File: config.mk
export PLATFORM = sky130hd
export DESIGN_NAME = source_tokenizer_flat
export DESIGN_NICKNAME = d
export VERILOG_FILES = /design/src/rtl/core/stok_pkg.sv /design/src/rtl/core/stok_if.sv /design/src/rtl/core/stok_front.sv /design/src/rtl/core/stok_queue.sv /design/src/rtl/core/stok_back.sv /design/src/rtl/core/source_tokenizer.sv /design/src/flat_wrapper.sv
export SDC_FILE = /design/constraint.sdc
export NUM_CORES = 1
export LEC_CHECK = 0
export ABC_AREA = 1
export BUFFER_PORTS_ARGS = -buffer_cell sky130_fd_sc_hd__buf_4
export CORE_ASPECT_RATIO = 0.9
export CORE_UTILIZATION = 35
export DETAILED_ROUTE_END_ITERATION = 10
export PLACE_DENSITY = 0.58
export SYNTH_ARGS = -nofsm -noshare
export SYNTH_HDL_FRONTEND = slang
export SYNTH_SLANG_ARGS = --single-unit
File: constraint.sdc
create_clock -name clk_i -period 14.94 [get_ports clk_i]
set_input_delay 2.988 -clock clk_i [delete_from_list [all_inputs] [get_ports clk_i]]
set_output_delay 2.988 -clock clk_i [all_outputs]
set_load 0.03 [all_outputs]
File: src/rtl/core/stok_pkg.sv
// ----------------------------------------------------------------------------
// stok_pkg
// Types, character codes and class functions of the source tokenizer.
// ----------------------------------------------------------------------------
package stok_pkg;

  typedef enum logic [1:0] {
    KIND_IDENT  = 2'd0,
    KIND_NUMBER = 2'd1,
    KIND_SYMBOL = 2'd2,
    KIND_END    = 2'd3
  } kind_e;

  typedef enum logic [8:0] {
    PH_IDLE       = 9'b000000001,
    PH_IDENT      = 9'b000000010,
    PH_NUM_INT    = 9'b000000100,
    PH_NUM_FRAC   = 9'b000001000,
    PH_HELD       = 9'b000010000,
    PH_LINE       = 9'b000100000,
    PH_BLOCK      = 9'b001000000,
    PH_BLOCK_DASH = 9'b010000000,
    PH_DONE       = 9'b100000000
  } phase_e;

  localparam logic [7:0] CH_NUL    = 8'h00;
  localparam logic [7:0] CH_TAB    = 8'h09;
  localparam logic [7:0] CH_NL     = 8'h0A;
  localparam logic [7:0] CH_CR     = 8'h0D;
  localparam logic [7:0] CH_SPACE  = 8'h20;
  localparam logic [7:0] CH_DASH   = 8'h2D;
  localparam logic [7:0] CH_DOT    = 8'h2E;
  localparam logic [7:0] CH_LBRACE = 8'h7B;
  localparam logic [7:0] CH_RBRACE = 8'h7D;
  localparam logic [7:0] CH_0      = 8'h30;
  localparam logic [7:0] CH_9      = 8'h39;
  localparam logic [7:0] CH_UA     = 8'h41;
  localparam logic [7:0] CH_UZ     = 8'h5A;
  localparam logic [7:0] CH_LA     = 8'h61;
  localparam logic [7:0] CH_LZ     = 8'h7A;

  localparam int unsigned QDEPTH = 4;
  localparam int unsigned QPTR_W = $clog2(QDEPTH);
  localparam int unsigned QCNT_W = $clog2(QDEPTH + 1);

  typedef struct packed {
    kind_e       kind;
    logic [7:0]  symbol_byte;
    logic [31:0] start_offset;
    logic [15:0] token_len;
    logic [31:0] line_no;
    logic        ws_before;
    logic        nl_before;
    logic        last;
  } result_t;

  // All results caused by one source byte.
  typedef struct packed {
    logic    two;
    result_t first;
    result_t second;
  } entry_t;

  typedef struct packed {
    logic   valid;
    entry_t entry;
  } push_t;

  typedef struct packed {
    logic   valid;
    entry_t entry;
  } qhead_t;

  function automatic logic is_letter(input logic [7:0] c);
    return ((c >= CH_UA) && (c <= CH_UZ)) || ((c >= CH_LA) && (c <= CH_LZ));
  endfunction

  function automatic logic is_digit(input logic [7:0] c);
    return (c >= CH_0) && (c <= CH_9);
  endfunction

  function automatic logic is_space(input logic [7:0] c);
    return (c == CH_SPACE) || ((c >= CH_TAB) && (c <= CH_CR));
  endfunction

endpackage

File: src/rtl/core/stok_if.sv
// ----------------------------------------------------------------------------
// stok_if
// Channel interfaces of the source tokenizer: source bytes in, tokens out.
// ----------------------------------------------------------------------------
interface stok_in_if;
  logic       valid;
  logic       ready;
  logic [7:0] ch;

  modport source (output valid, output ch, input ready);
  modport sink (input valid, input ch, output ready);
endinterface

interface stok_out_if;
  logic        valid;
  logic        ready;
  logic [1:0]  kind;
  logic [7:0]  symbol_byte;
  logic [31:0] start_offset;
  logic [15:0] token_len;
  logic [31:0] line_no;
  logic        ws_before;
  logic        nl_before;
  logic        last;

  modport source (
    output valid, output kind, output symbol_byte, output start_offset,
    output token_len, output line_no, output ws_before, output nl_before,
    output last, input ready
  );
  modport sink (
    input valid, input kind, input symbol_byte, input start_offset,
    input token_len, input line_no, input ws_before, input nl_before,
    input last, output ready
  );
endinterface

File: src/rtl/core/stok_front.sv
// ----------------------------------------------------------------------------
// stok_front
// Lexer state machine: takes one byte a beat and builds the results it causes.
// ----------------------------------------------------------------------------
module stok_front import stok_pkg::*; #(
  parameter int unsigned OFFSET_BITS = 32,
  parameter int unsigned LENGTH_BITS = 16
) (
  input  logic        clk_i,
  input  logic        rst_ni,
  stok_in_if.sink     in_i,
  input  logic        full_i,
  output push_t       push_o
);

  phase_e                 phase_q, phase_d;
  logic [7:0]             held_q, held_d;
  logic [OFFSET_BITS-1:0] off_q, off_d;
  logic [31:0]            line_q, line_d;
  logic [OFFSET_BITS-1:0] start_q, start_d;
  logic [LENGTH_BITS-1:0] len_q, len_d;
  logic                   ws_q, ws_d;
  logic                   nl_q, nl_d;

  logic       accept;
  logic [7:0] c;
  logic       again;
  logic       a_valid;
  result_t    a_res;
  logic       b_valid;
  result_t    b_res;
  result_t    end_res;
  logic [LENGTH_BITS-1:0] len_grow;

  assign in_i.ready = !full_i;
  assign accept     = in_i.valid && !full_i;
  assign c          = in_i.ch;
  assign len_grow   = (len_q == '1) ? len_q : len_q + 1'b1;

  always_comb begin
    end_res              = '0;
    end_res.kind         = KIND_END;
    end_res.start_offset = 32'(off_q);
    end_res.line_no      = line_q;
  end

  always_comb begin
    phase_d = phase_q;
    held_d  = held_q;
    off_d   = off_q;
    line_d  = line_q;
    start_d = start_q;
    len_d   = len_q;
    ws_d    = ws_q;
    nl_d    = nl_q;
    again   = 1'b0;
    a_valid = 1'b0;
    b_valid = 1'b0;
    b_res   = end_res;

    a_res              = '0;
    a_res.kind         = KIND_IDENT;
    a_res.start_offset = 32'(start_q);
    a_res.token_len    = 16'(len_q);
    a_res.line_no      = line_q;
    a_res.ws_before    = ws_q;
    a_res.nl_before    = nl_q;

    if (phase_q == PH_DONE) begin
      b_valid = 1'b1;
    end else begin
      if (c != CH_NUL) begin
        off_d = off_q + 1'b1;
      end
      case (phase_q)
        PH_IDENT: begin
          if (is_letter(c) || is_digit(c)) begin
            len_d = len_grow;
          end else begin
            a_valid = 1'b1;
            again   = 1'b1;
          end
        end
        PH_NUM_INT: begin
          if (is_digit(c)) begin
            len_d = len_grow;
          end else if (c == CH_DOT) begin
            len_d   = len_grow;
            phase_d = PH_NUM_FRAC;
          end else begin
            a_valid    = 1'b1;
            a_res.kind = KIND_NUMBER;
            again      = 1'b1;
          end
        end
        PH_NUM_FRAC: begin
          if (is_digit(c)) begin
            len_d = len_grow;
          end else begin
            a_valid    = 1'b1;
            a_res.kind = KIND_NUMBER;
            again      = 1'b1;
          end
        end
        PH_HELD: begin
          if ((c == CH_DASH) && (held_q == CH_DASH)) begin
            ws_d    = 1'b1;
            phase_d = PH_LINE;
          end else if ((c == CH_DASH) && (held_q == CH_LBRACE)) begin
            ws_d    = 1'b1;
            phase_d = PH_BLOCK;
          end else begin
            a_valid           = 1'b1;
            a_res.kind        = KIND_SYMBOL;
            a_res.symbol_byte = held_q;
            again             = 1'b1;
          end
        end
        PH_LINE: begin
          if (c == CH_NUL) begin
            b_valid = 1'b1;
            phase_d = PH_DONE;
          end else if (c == CH_NL) begin
            nl_d    = 1'b1;
            line_d  = line_q + 32'd1;
            phase_d = PH_IDLE;
          end
        end
        PH_BLOCK, PH_BLOCK_DASH: begin
          if (c == CH_NUL) begin
            b_valid = 1'b1;
            phase_d = PH_DONE;
          end else if ((c == CH_RBRACE) && (phase_q == PH_BLOCK_DASH)) begin
            phase_d = PH_IDLE;
          end else if (c == CH_DASH) begin
            phase_d = PH_BLOCK_DASH;
          end else begin
            if (c == CH_NL) begin
              nl_d   = 1'b1;
              line_d = line_q + 32'd1;
            end
            phase_d = PH_BLOCK;
          end
        end
        default: begin
          again = 1'b1;
        end
      endcase

      // a finished token takes the pending flags with it
      if (a_valid) begin
        ws_d = 1'b0;
        nl_d = 1'b0;
      end

      // handle the byte as the start of whatever follows
      if (again) begin
        phase_d = PH_IDLE;
        if (c == CH_NUL) begin
          b_valid = 1'b1;
          phase_d = PH_DONE;
        end else if (is_space(c)) begin
          ws_d = 1'b1;
          if (c == CH_NL) begin
            nl_d   = 1'b1;
            line_d = line_q + 32'd1;
          end
        end else begin
          start_d = off_q;
          len_d   = LENGTH_BITS'(1);
          if (is_letter(c)) begin
            phase_d = PH_IDENT;
          end else if (is_digit(c)) begin
            phase_d = PH_NUM_INT;
          end else if ((c == CH_DASH) || (c == CH_LBRACE)) begin
            held_d  = c;
            phase_d = PH_HELD;
          end else begin
            b_valid            = 1'b1;
            b_res.kind         = KIND_SYMBOL;
            b_res.symbol_byte  = c;
            b_res.start_offset = 32'(off_q);
            b_res.token_len    = 16'd1;
            b_res.ws_before    = a_valid ? 1'b0 : ws_q;
            b_res.nl_before    = a_valid ? 1'b0 : nl_q;
            ws_d               = 1'b0;
            nl_d               = 1'b0;
          end
        end
      end
    end
  end

  // pack the results of this byte, the final one marked last
  always_comb begin
    push_o       = '0;
    push_o.valid = accept && (a_valid || b_valid);
    if (a_valid) begin
      push_o.entry.first       = a_res;
      push_o.entry.first.last  = !b_valid;
      push_o.entry.two         = b_valid;
      push_o.entry.second      = b_res;
      push_o.entry.second.last = 1'b1;
    end else begin
      push_o.entry.first      = b_res;
      push_o.entry.first.last = 1'b1;
    end
  end

  always_ff @(posedge clk_i or negedge rst_ni) begin
    if (!rst_ni) begin
      phase_q <= PH_IDLE;
      held_q  <= '0;
      off_q   <= '0;
      line_q  <= 32'd1;
      start_q <= '0;
      len_q   <= '0;
      ws_q    <= 1'b0;
      nl_q    <= 1'b0;
    end else if (accept) begin
      phase_q <= phase_d;
      held_q  <= held_d;
      off_q   <= off_d;
      line_q  <= line_d;
      start_q <= start_d;
      len_q   <= len_d;
      ws_q    <= ws_d;
      nl_q    <= nl_d;
    end
  end

endmodule

File: src/rtl/core/stok_queue.sv
// ----------------------------------------------------------------------------
// stok_queue
// Short FIFO of per-byte result groups between the lexer and the output side.
// ----------------------------------------------------------------------------
module stok_queue import stok_pkg::*; (
  input  logic   clk_i,
  input  logic   rst_ni,
  input  push_t  push_i,
  output logic   full_o,
  output qhead_t head_o,
  input  logic   pop_i
);

  entry_t            slots_q [QDEPTH];
  logic [QPTR_W-1:0] wr_ptr_q;
  logic [QPTR_W-1:0] rd_ptr_q;
  logic [QCNT_W-1:0] count_q;
  logic              do_pop;

  assign full_o       = (count_q == QCNT_W'(QDEPTH));
  assign head_o.valid = (count_q != '0);
  assign head_o.entry = slots_q[rd_ptr_q];
  assign do_pop       = pop_i && head_o.valid;

  always_ff @(posedge clk_i) begin
    if (push_i.valid) begin
      slots_q[wr_ptr_q] <= push_i.entry;
    end
  end

  always_ff @(posedge clk_i or negedge rst_ni) begin
    if (!rst_ni) begin
      wr_ptr_q <= '0;
      rd_ptr_q <= '0;
      count_q  <= '0;
    end else begin
      if (push_i.valid) begin
        wr_ptr_q <= wr_ptr_q + 1'b1;
      end
      if (do_pop) begin
        rd_ptr_q <= rd_ptr_q + 1'b1;
      end
      case ({push_i.valid, do_pop})
        2'b10:   count_q <= count_q + 1'b1;
        2'b01:   count_q <= count_q - 1'b1;
        default: count_q <= count_q;
      endcase
    end
  end

endmodule

File: src/rtl/core/stok_back.sv
// ----------------------------------------------------------------------------
// stok_back
// Output stage: splits each result group into beats behind an output register.
// ----------------------------------------------------------------------------
module stok_back import stok_pkg::*; (
  input  logic       clk_i,
  input  logic       rst_ni,
  input  qhead_t     head_i,
  output logic       pop_o,
  stok_out_if.source out_o
);

  result_t out_q;
  logic    valid_q;
  logic    sel_q;
  logic    take;

  assign take  = !valid_q || out_o.ready;
  assign pop_o = take && head_i.valid && (!head_i.entry.two || sel_q);

  always_ff @(posedge clk_i or negedge rst_ni) begin
    if (!rst_ni) begin
      valid_q <= 1'b0;
      sel_q   <= 1'b0;
    end else if (take) begin
      valid_q <= head_i.valid;
      if (head_i.valid) begin
        sel_q <= head_i.entry.two && !sel_q;
      end
    end
  end

  always_ff @(posedge clk_i) begin
    if (take && head_i.valid) begin
      out_q <= sel_q ? head_i.entry.second : head_i.entry.first;
    end
  end

  assign out_o.valid        = valid_q;
  assign out_o.kind         = out_q.kind;
  assign out_o.symbol_byte  = out_q.symbol_byte;
  assign out_o.start_offset = out_q.start_offset;
  assign out_o.token_len    = out_q.token_len;
  assign out_o.line_no      = out_q.line_no;
  assign out_o.ws_before    = out_q.ws_before;
  assign out_o.nl_before    = out_q.nl_before;
  assign out_o.last         = out_q.last;

endmodule

File: src/rtl/core/source_tokenizer.sv
// ----------------------------------------------------------------------------
// source_tokenizer
// Streaming lexer: source bytes in, identifier/number/symbol tokens out.
// ----------------------------------------------------------------------------
// The block takes one source byte a beat and takes a new byte every cycle
// while its result queue has room. Most bytes cause no token or one token;
// a byte that ends a token and is itself a symbol or the end byte causes
// two, and those leave on two output beats in order. The output side is a
// single register, so it drains one token a cycle while the receiver is
// ready: sustained input runs at one byte a cycle as long as the token rate
// stays at or below one a cycle, and a four-group queue between lexer and
// output absorbs bursts. The tokens of an accepted byte pass first through a
// queue slot and then through the output register before they are handed
// over. Byte 0 ends the input; from then on every byte is answered with one
// more end marker until reset. Offsets count in OFFSET_BITS and wrap; token
// lengths saturate at all ones in LENGTH_BITS.
module source_tokenizer import stok_pkg::*; #(
  parameter int unsigned OFFSET_BITS = 32,
  parameter int unsigned LENGTH_BITS = 16
) (
  input  logic       clk_i,
  input  logic       rst_ni,
  stok_in_if.sink    in_i,
  stok_out_if.source out_o
);

  push_t  push;
  qhead_t head;
  logic   full;
  logic   pop;

  // Front: classify each byte and advance the lexer state.
  stok_front #(
    .OFFSET_BITS (OFFSET_BITS),
    .LENGTH_BITS (LENGTH_BITS)
  ) u_front (
    .clk_i  (clk_i),
    .rst_ni (rst_ni),
    .in_i   (in_i),
    .full_i (full),
    .push_o (push)
  );

  // Queue: hold result groups so the lexer keeps going while output stalls.
  stok_queue u_queue (
    .clk_i  (clk_i),
    .rst_ni (rst_ni),
    .push_i (push),
    .full_o (full),
    .head_o (head),
    .pop_i  (pop)
  );

  // Back: drain each group one token beat at a time.
  stok_back u_back (
    .clk_i  (clk_i),
    .rst_ni (rst_ni),
    .head_i (head),
    .pop_o  (pop),
    .out_o  (out_o)
  );

endmodule

File: src/flat_wrapper.sv
// flat-port wrapper written by rule: the top's interface ports become plain ports
module source_tokenizer_flat import stok_pkg::*;
#(
  parameter int unsigned OFFSET_BITS = 32,
  parameter int unsigned LENGTH_BITS = 16
)
  (clk_i, rst_ni, in_i_valid, in_i_ch, in_i_ready, out_o_valid, out_o_kind, out_o_symbol_byte, out_o_start_offset, out_o_token_len, out_o_line_no, out_o_ws_before, out_o_nl_before, out_o_last, out_o_ready);
  stok_in_if in_i_i ();
  stok_out_if out_o_i ();
  input  logic clk_i;
  input  logic rst_ni;
  input wire logic [$bits(in_i_i.valid)-1:0] in_i_valid;
  input wire logic [$bits(in_i_i.ch)-1:0] in_i_ch;
  output wire logic [$bits(in_i_i.ready)-1:0] in_i_ready;
  output wire logic [$bits(out_o_i.valid)-1:0] out_o_valid;
  output wire logic [$bits(out_o_i.kind)-1:0] out_o_kind;
  output wire logic [$bits(out_o_i.symbol_byte)-1:0] out_o_symbol_byte;
  output wire logic [$bits(out_o_i.start_offset)-1:0] out_o_start_offset;
  output wire logic [$bits(out_o_i.token_len)-1:0] out_o_token_len;
  output wire logic [$bits(out_o_i.line_no)-1:0] out_o_line_no;
  output wire logic [$bits(out_o_i.ws_before)-1:0] out_o_ws_before;
  output wire logic [$bits(out_o_i.nl_before)-1:0] out_o_nl_before;
  output wire logic [$bits(out_o_i.last)-1:0] out_o_last;
  input wire logic [$bits(out_o_i.ready)-1:0] out_o_ready;
  assign in_i_i.valid = in_i_valid;
  assign in_i_i.ch = in_i_ch;
  assign in_i_ready = in_i_i.ready;
  assign out_o_valid = out_o_i.valid;
  assign out_o_kind = out_o_i.kind;
  assign out_o_symbol_byte = out_o_i.symbol_byte;
  assign out_o_start_offset = out_o_i.start_offset;
  assign out_o_token_len = out_o_i.token_len;
  assign out_o_line_no = out_o_i.line_no;
  assign out_o_ws_before = out_o_i.ws_before;
  assign out_o_nl_before = out_o_i.nl_before;
  assign out_o_last = out_o_i.last;
  assign out_o_i.ready = out_o_ready;
  source_tokenizer #(.OFFSET_BITS(OFFSET_BITS), .LENGTH_BITS(LENGTH_BITS)) u_core (.clk_i(clk_i), .rst_ni(rst_ni), .in_i(in_i_i), .out_o(out_o_i));
endmodule
Word level (Yosys, flattened, before mapping)
Memory sizes are Yosys's and may differ from the RTL's.
Index checks and enable logic that the tools add are counted.

word-level totals
  register bits = 233
  latch bits = 0
  RAM bits = 748
  memory bits (read-only) = 0
  bits of input ports = 12
  output and inout port bits = 95
  logic and storage cells = 214
  memories = 1

memory list
  memory                  words  bits a word  rd ports  clocked after memory_dff  wr ports  line              source
  u_core.u_queue.slots_q  4      187          1         0                         1         stok_queue.sv:14  entry_t slots_q [QDEPTH];

operators by class
  add/subtract/negate cells = 7
  $mul = 0
  divide/modulo/power cells = 0
  magnitude comparators = 8
  eq/ne operators = 24
  shift-type cells = 0
  muxes and demuxes = 110
  bitwise gates (word level) = 5
  reduce and logical (&&, ||, !) cells = 38

operators by type and width
  cell                   count
  $mux 57                7
  $mux 32                9
  $mux 93                3
  $mux 16                8
  $mux 9                 9
  $add 32x1->32 const B  2
  $pmux 32 s2            1
  $mux 1                 48
  $pmux 16 s3            1
  $pmux 9 s4             1
  $eq 8x6->1 const B     4
  $mux 10                3
  $eq 8x7->1 const B     3
  $mux 8                 3
  $mux 5                 4
  $add 16x1->16 const B  1
  $eq 16x16->1 const B   1
  $ge 8x7->1 const B     2
  $le 8x7->1 const B     2
  $mux 2                 8
  $logic_and 1x1->1      13
  $eq 9x2->1 const B     1
  $eq 9x3->1 const B     1
  $eq 9x4->1 const B     1
  other kinds (38)       56

Logic depth before layout (Yosys ltp)
  depth after elaboration = 16
  mapped depth = 17
  depth with buffers taken out = 17

By module
Synthesis repeated with hierarchy kept, for this count alone.

second synthesis, totals
  cells, all modules = 4104
  area total of the unflattened synthesis = 44082.3 µm²

modules (own cells, without submodules)
  module      times used  cells an instance  area an instance (µm²)  seq. area each (µm²)
  stok_queue  1           2239               30212.7                 22636.7
  stok_front  1           1459               9580.4                  3280.6
  stok_back   1           406                4289.1                  2842.7

Worst setup path after synthesis
OpenSTA, ideal clock, no wires.

  path kind = input to register
  start point = input in_i_ch[3]
  end point = memory u_core.u_queue.slots_q[0][100] (netlist bit) (enable)
  library setup time = 705 ps
  data arrival time = 11301 ps
  required time = 14235 ps
  slack = 2934 ps
  stages on the path = 9
  buffers on the path = 1
  cells stage by stage = buf_4 > o21ai_0 > nand2_1 > inv_1 > nor2_1 > nand3_1 > o211ai_1 > nand2_1 > nor2_1

between the ends
  longest elaborated chain between the ends = 14
  elaborated cells on any way between the ends = 47
  classes of those cells = order compare (8); eq/ne (4); mux (22); reduce/logical (13)

RTL lines
  what                                                 line                source
  start: declaration                                   flat_wrapper.sv:13  input wire logic [$bits(in_i_i.ch)-1:0] in_i_ch;
  branches (longest 10 deep; another with $ge 8x7->1)  --
  $logic_or 1x1->1 (*)                                 stok_front.sv:197   push_o.valid = accept && (a_valid || b_valid);
  $logic_and 1x1->1 (*)                                stok_front.sv:197
  $mux 1 (*)                                           stok_queue.sv:26    if (push_i.valid) begin
  $mux 1 (implied by the code) (*)                     stok_queue.sv:27    slots_q[wr_ptr_q] <= push_i.entry;
  end: declaration                                     stok_queue.sv:14

Mark *: on every way between the ends. The select of a mux whose other input is x is not followed.

Worst setup path after layout
  start point = input in_i_ch[6]
  end point = memory u_core.u_queue.slots_q[2][52] (netlist bit) (enable)

The elaborated chain is that of the path after synthesis.

==> run metrics <==
run status=finished clean; cell count after placement=between 4000 and 5000; Total Wirelength=92200 um; Util after Layout=0.404; DP HPWL=~52000 um; gpl congestion=0.860; Tightest Pin Transition=between 1 and 1.5 ns; post-synth top area share=0.611; pin count of the biggest net entering global routing=a little over 200; total number of vias=about 25000; cell area power density=approximately 210 nW/um2; Netlist cell types=43; Layout area overhead=14.0%; EDFF count, synth=777; hold crit path type=reg2reg; Comb pwr share=0.319; Clock Skews=about 0.024 ns; most common cell in the netlist=nor2_1; Die W=around 350 um; Worst R2R Start=u_core.u_front.phase_q[2]; CP Data Required Time=15.21 ns; Setup-failing EPs final=0; Netlist Area Pre-Place=38200 um2; Via density=4.99; Clk pwr share=0.257; Sink Count=around 900; crit path kind=in2reg; IO Port Bufs=approximately 110; initial antenna violation count=2; Clock Tree Buf Depth=3; sequential power share=0.424; Die Y-Extent=roughly 320 um; top_reg_cell synth=edfxtp_1; share of cells above drive strength 1=0.0934; clk root buf=clkbuf_16; synth warn=0; Pint=a little under 6000 uW; max_slew headroom=0.228; WP data arrival=about 7.6 ns; Tcrit/Tclk final=0.490; largest cells by area after synthesis=edfxtp_1, dfrtp_1, nor2_1; Worst-path clk slew=0.06 ns; Max Clk Rate=about 140 MHz; Hold-fix buffers, CTS=0; Hold EP=u_core.u_front.held_q[7]; initial DRC count=approximately 2000; P_sw=about 3500 uW; total congestion overflow=0; pre-CTS WS=a little under 7 ns; Crit. End Element=flip-flop; HP Start=u_core.u_front.held_q[7]; Core Box Area=between 100000 and 150000 um2; peak supply drop=about 0.15 mV; leakage power=0.0155 uW; row cnt=between 100 and 150; setup bufs post-CTS=0; Hold Path Depth=2; TritonRoute pass-1 iters=5; Tot Pwr=9300 uW; Crit Path Max Fanout=a little over 60; Final TNS setup=0 ns; crit path launch type=input port; starting density of the core=0.354; Fillers=10300; nets@finish=roughly 3500; synthesized area per cell=11.2 um2; unrepaired setup endpoints after global routing=false; Synth async-reset ratio=0.153; Yosys top cell by area=edfxtp_1; first-pass GRT wire length=between 100000 and 150000 um; clk_lat worst skew=~0.67 ns; count of final hold-check violations=0; all-layer global routing usage=0.167; I/O pin count=~110; Tmin final=approximately 7.3 ns; register-to-register setup slack=about 9.5 ns; flops & latches, synth=917; post-route insts no fill=approximately 5000; CTS tree=yes; remaining antenna violation count after routing=0; vias in the first global route=24300; Max-Cap Viols=0; Worst R2R Path Depth=14; slack of the critical path=7.61 ns; wire per inst=around 18 um; sw frac=0.373; CTS Buf Count=96; FF-to-FF End=u_core.u_queue.slots_q[2][52]; count of pins over their slew limit=0; share of the yosys chip area belonging to registers=0.703; Mapped Cells=roughly 3400; die footprint=110000 um2; H-tree Lvls=3; Post-synth top cells=nor2_1, edfxtp_1, o21ai_0; Post-CTS Resized=0; # DRC=0
-- worst max-delay path, stage by stage --
cell and delay (ns):
buf_4 0.10, inv_2 0.05, nand2_1 0.09, nor2_1 0.05, nand2_1 0.22, inv_1 0.13, nor2_1 0.19, nand3_1 0.15
o211ai_1 0.31, nand2_1 0.36, nor2_4 0.60, buf_4 0.70, buf_4 0.73, buf_4 0.85
-- sequential cells by signal, summed over array words and instances, names as in the netlist, 2 cells and up --
| register | cells |
|---|---|
| u_core.u_back.out_o.start_offset | 32 |
| u_core.u_back.out_o.kind | 2 |
| u_core.u_front.off_q | 32 |
| u_core.u_front.line_q | 32 |
| u_core.u_front.start_q | 32 |
| u_core.u_queue.count_q | 3 |
| u_core.u_back.out_o.token_len | 16 |
| u_core.u_front.held_q | 8 |
| u_core.u_back.out_o.symbol_byte | 8 |
| u_core.u_front.len_q | 16 |
| u_core.u_queue.slots_q | 684 |
| u_core.u_front.phase_q | 9 |
| u_core.u_back.out_o.line_no | 32 |
| u_core.u_queue.rd_ptr_q | 2 |
| u_core.u_queue.wr_ptr_q | 2 |
-- how the worst max path moves through the flow --
stage | from | end | slack, ns
global placement | in_i_ch[7] | u_core.u_queue.slots_q[0][157] | 6.89
finish | in_i_ch[6] | u_core.u_queue.slots_q[2][52] | 7.61
floorplan | in_i_ch[3] | u_core.u_queue.slots_q[0][100] | 2.93
global route | in_i_ch[7] | u_core.u_queue.slots_q[2][64] | 7.19
CTS | in_i_ch[6] | u_core.u_queue.slots_q[2][158] | 7.56
detailed placement | in_i_ch[6] | u_core.u_queue.slots_q[2][66] | 6.86
-- metal layers --
metal / share of wire / global-route usage / wire (um)
met5: 0 / 0 / 0
met4: 0.022 / 0.0459 / 2070
met3: 0.050 / 0.0284 / 4630
met2: 0.45 / 0.261 / 41600
met1: 0.48 / 0.241 / 43900
-- logic make-up after synthesis --
logic type               synth area share
AND/OR/NAND/NOR                     0.146
adder cells (fa/ha/maj)           0.00315
flip-flops                          0.703
other                           0.0000982
buffers and inverters              0.0382
AO/OA/AOI/OAI                      0.0991
XOR/XNOR                           0.0106
-- through the flow --
stage          hold WS [ns]  instance area, um2
2_1_floorplan         0.436               38200
3_3_place_gp          0.456               40400
3_5_place_dp          0.455               40400
4_1_cts               0.471               43500
5_1_grt               0.488               43500
6_report              0.468               43500
-- cell type report --
type                    count  area (um2)  share of cell area
repair buffers            135        1050              0.0242
well taps                1450        1810              0.0417
inverters                 188         726              0.0167
clock inverters            45         453              0.0104
flip-flops and latches    917       26800               0.617
diodes                      1        2.50           0.0000575
multi-input cells        2149        9950               0.229
clock buffers             133        2690              0.0619
-- placed cells by master, fill, tap and decap left out, types with 15 or more instances in the layout --
cell type,synthesis,final
nor2_1,788,783
edfxtp_1,777,777
o21ai_0,443,443
nand2_1,405,404
inv_1,177,175
dfrtp_1,138,136
buf_4,2,131
clkbuf_16,0,98
nand3_1,91,91
o22ai_1,86,86
a31oi_1,76,76
xor2_1,44,44
nor3_1,40,40
o21ai_1,37,37
a21oi_1,34,34
clkbuf_1,122,24
nand4_1,19,19
o211ai_1,18,18
clkinv_2,0,15
-- power by group through the flow --
stage | registers [uW] | clock network (uW) | logic, uW
after floorplan | 4270 | 0 | 1710
after global placement | 3990 | 0 | 2980
after detailed placement | 4000 | 0 | 3010
after CTS | 3950 | 2440 | 3020
after global routing | 4010 | 2530 | 3310
final | 3940 | 2390 | 2960
(Power assumes the default switching activity.)
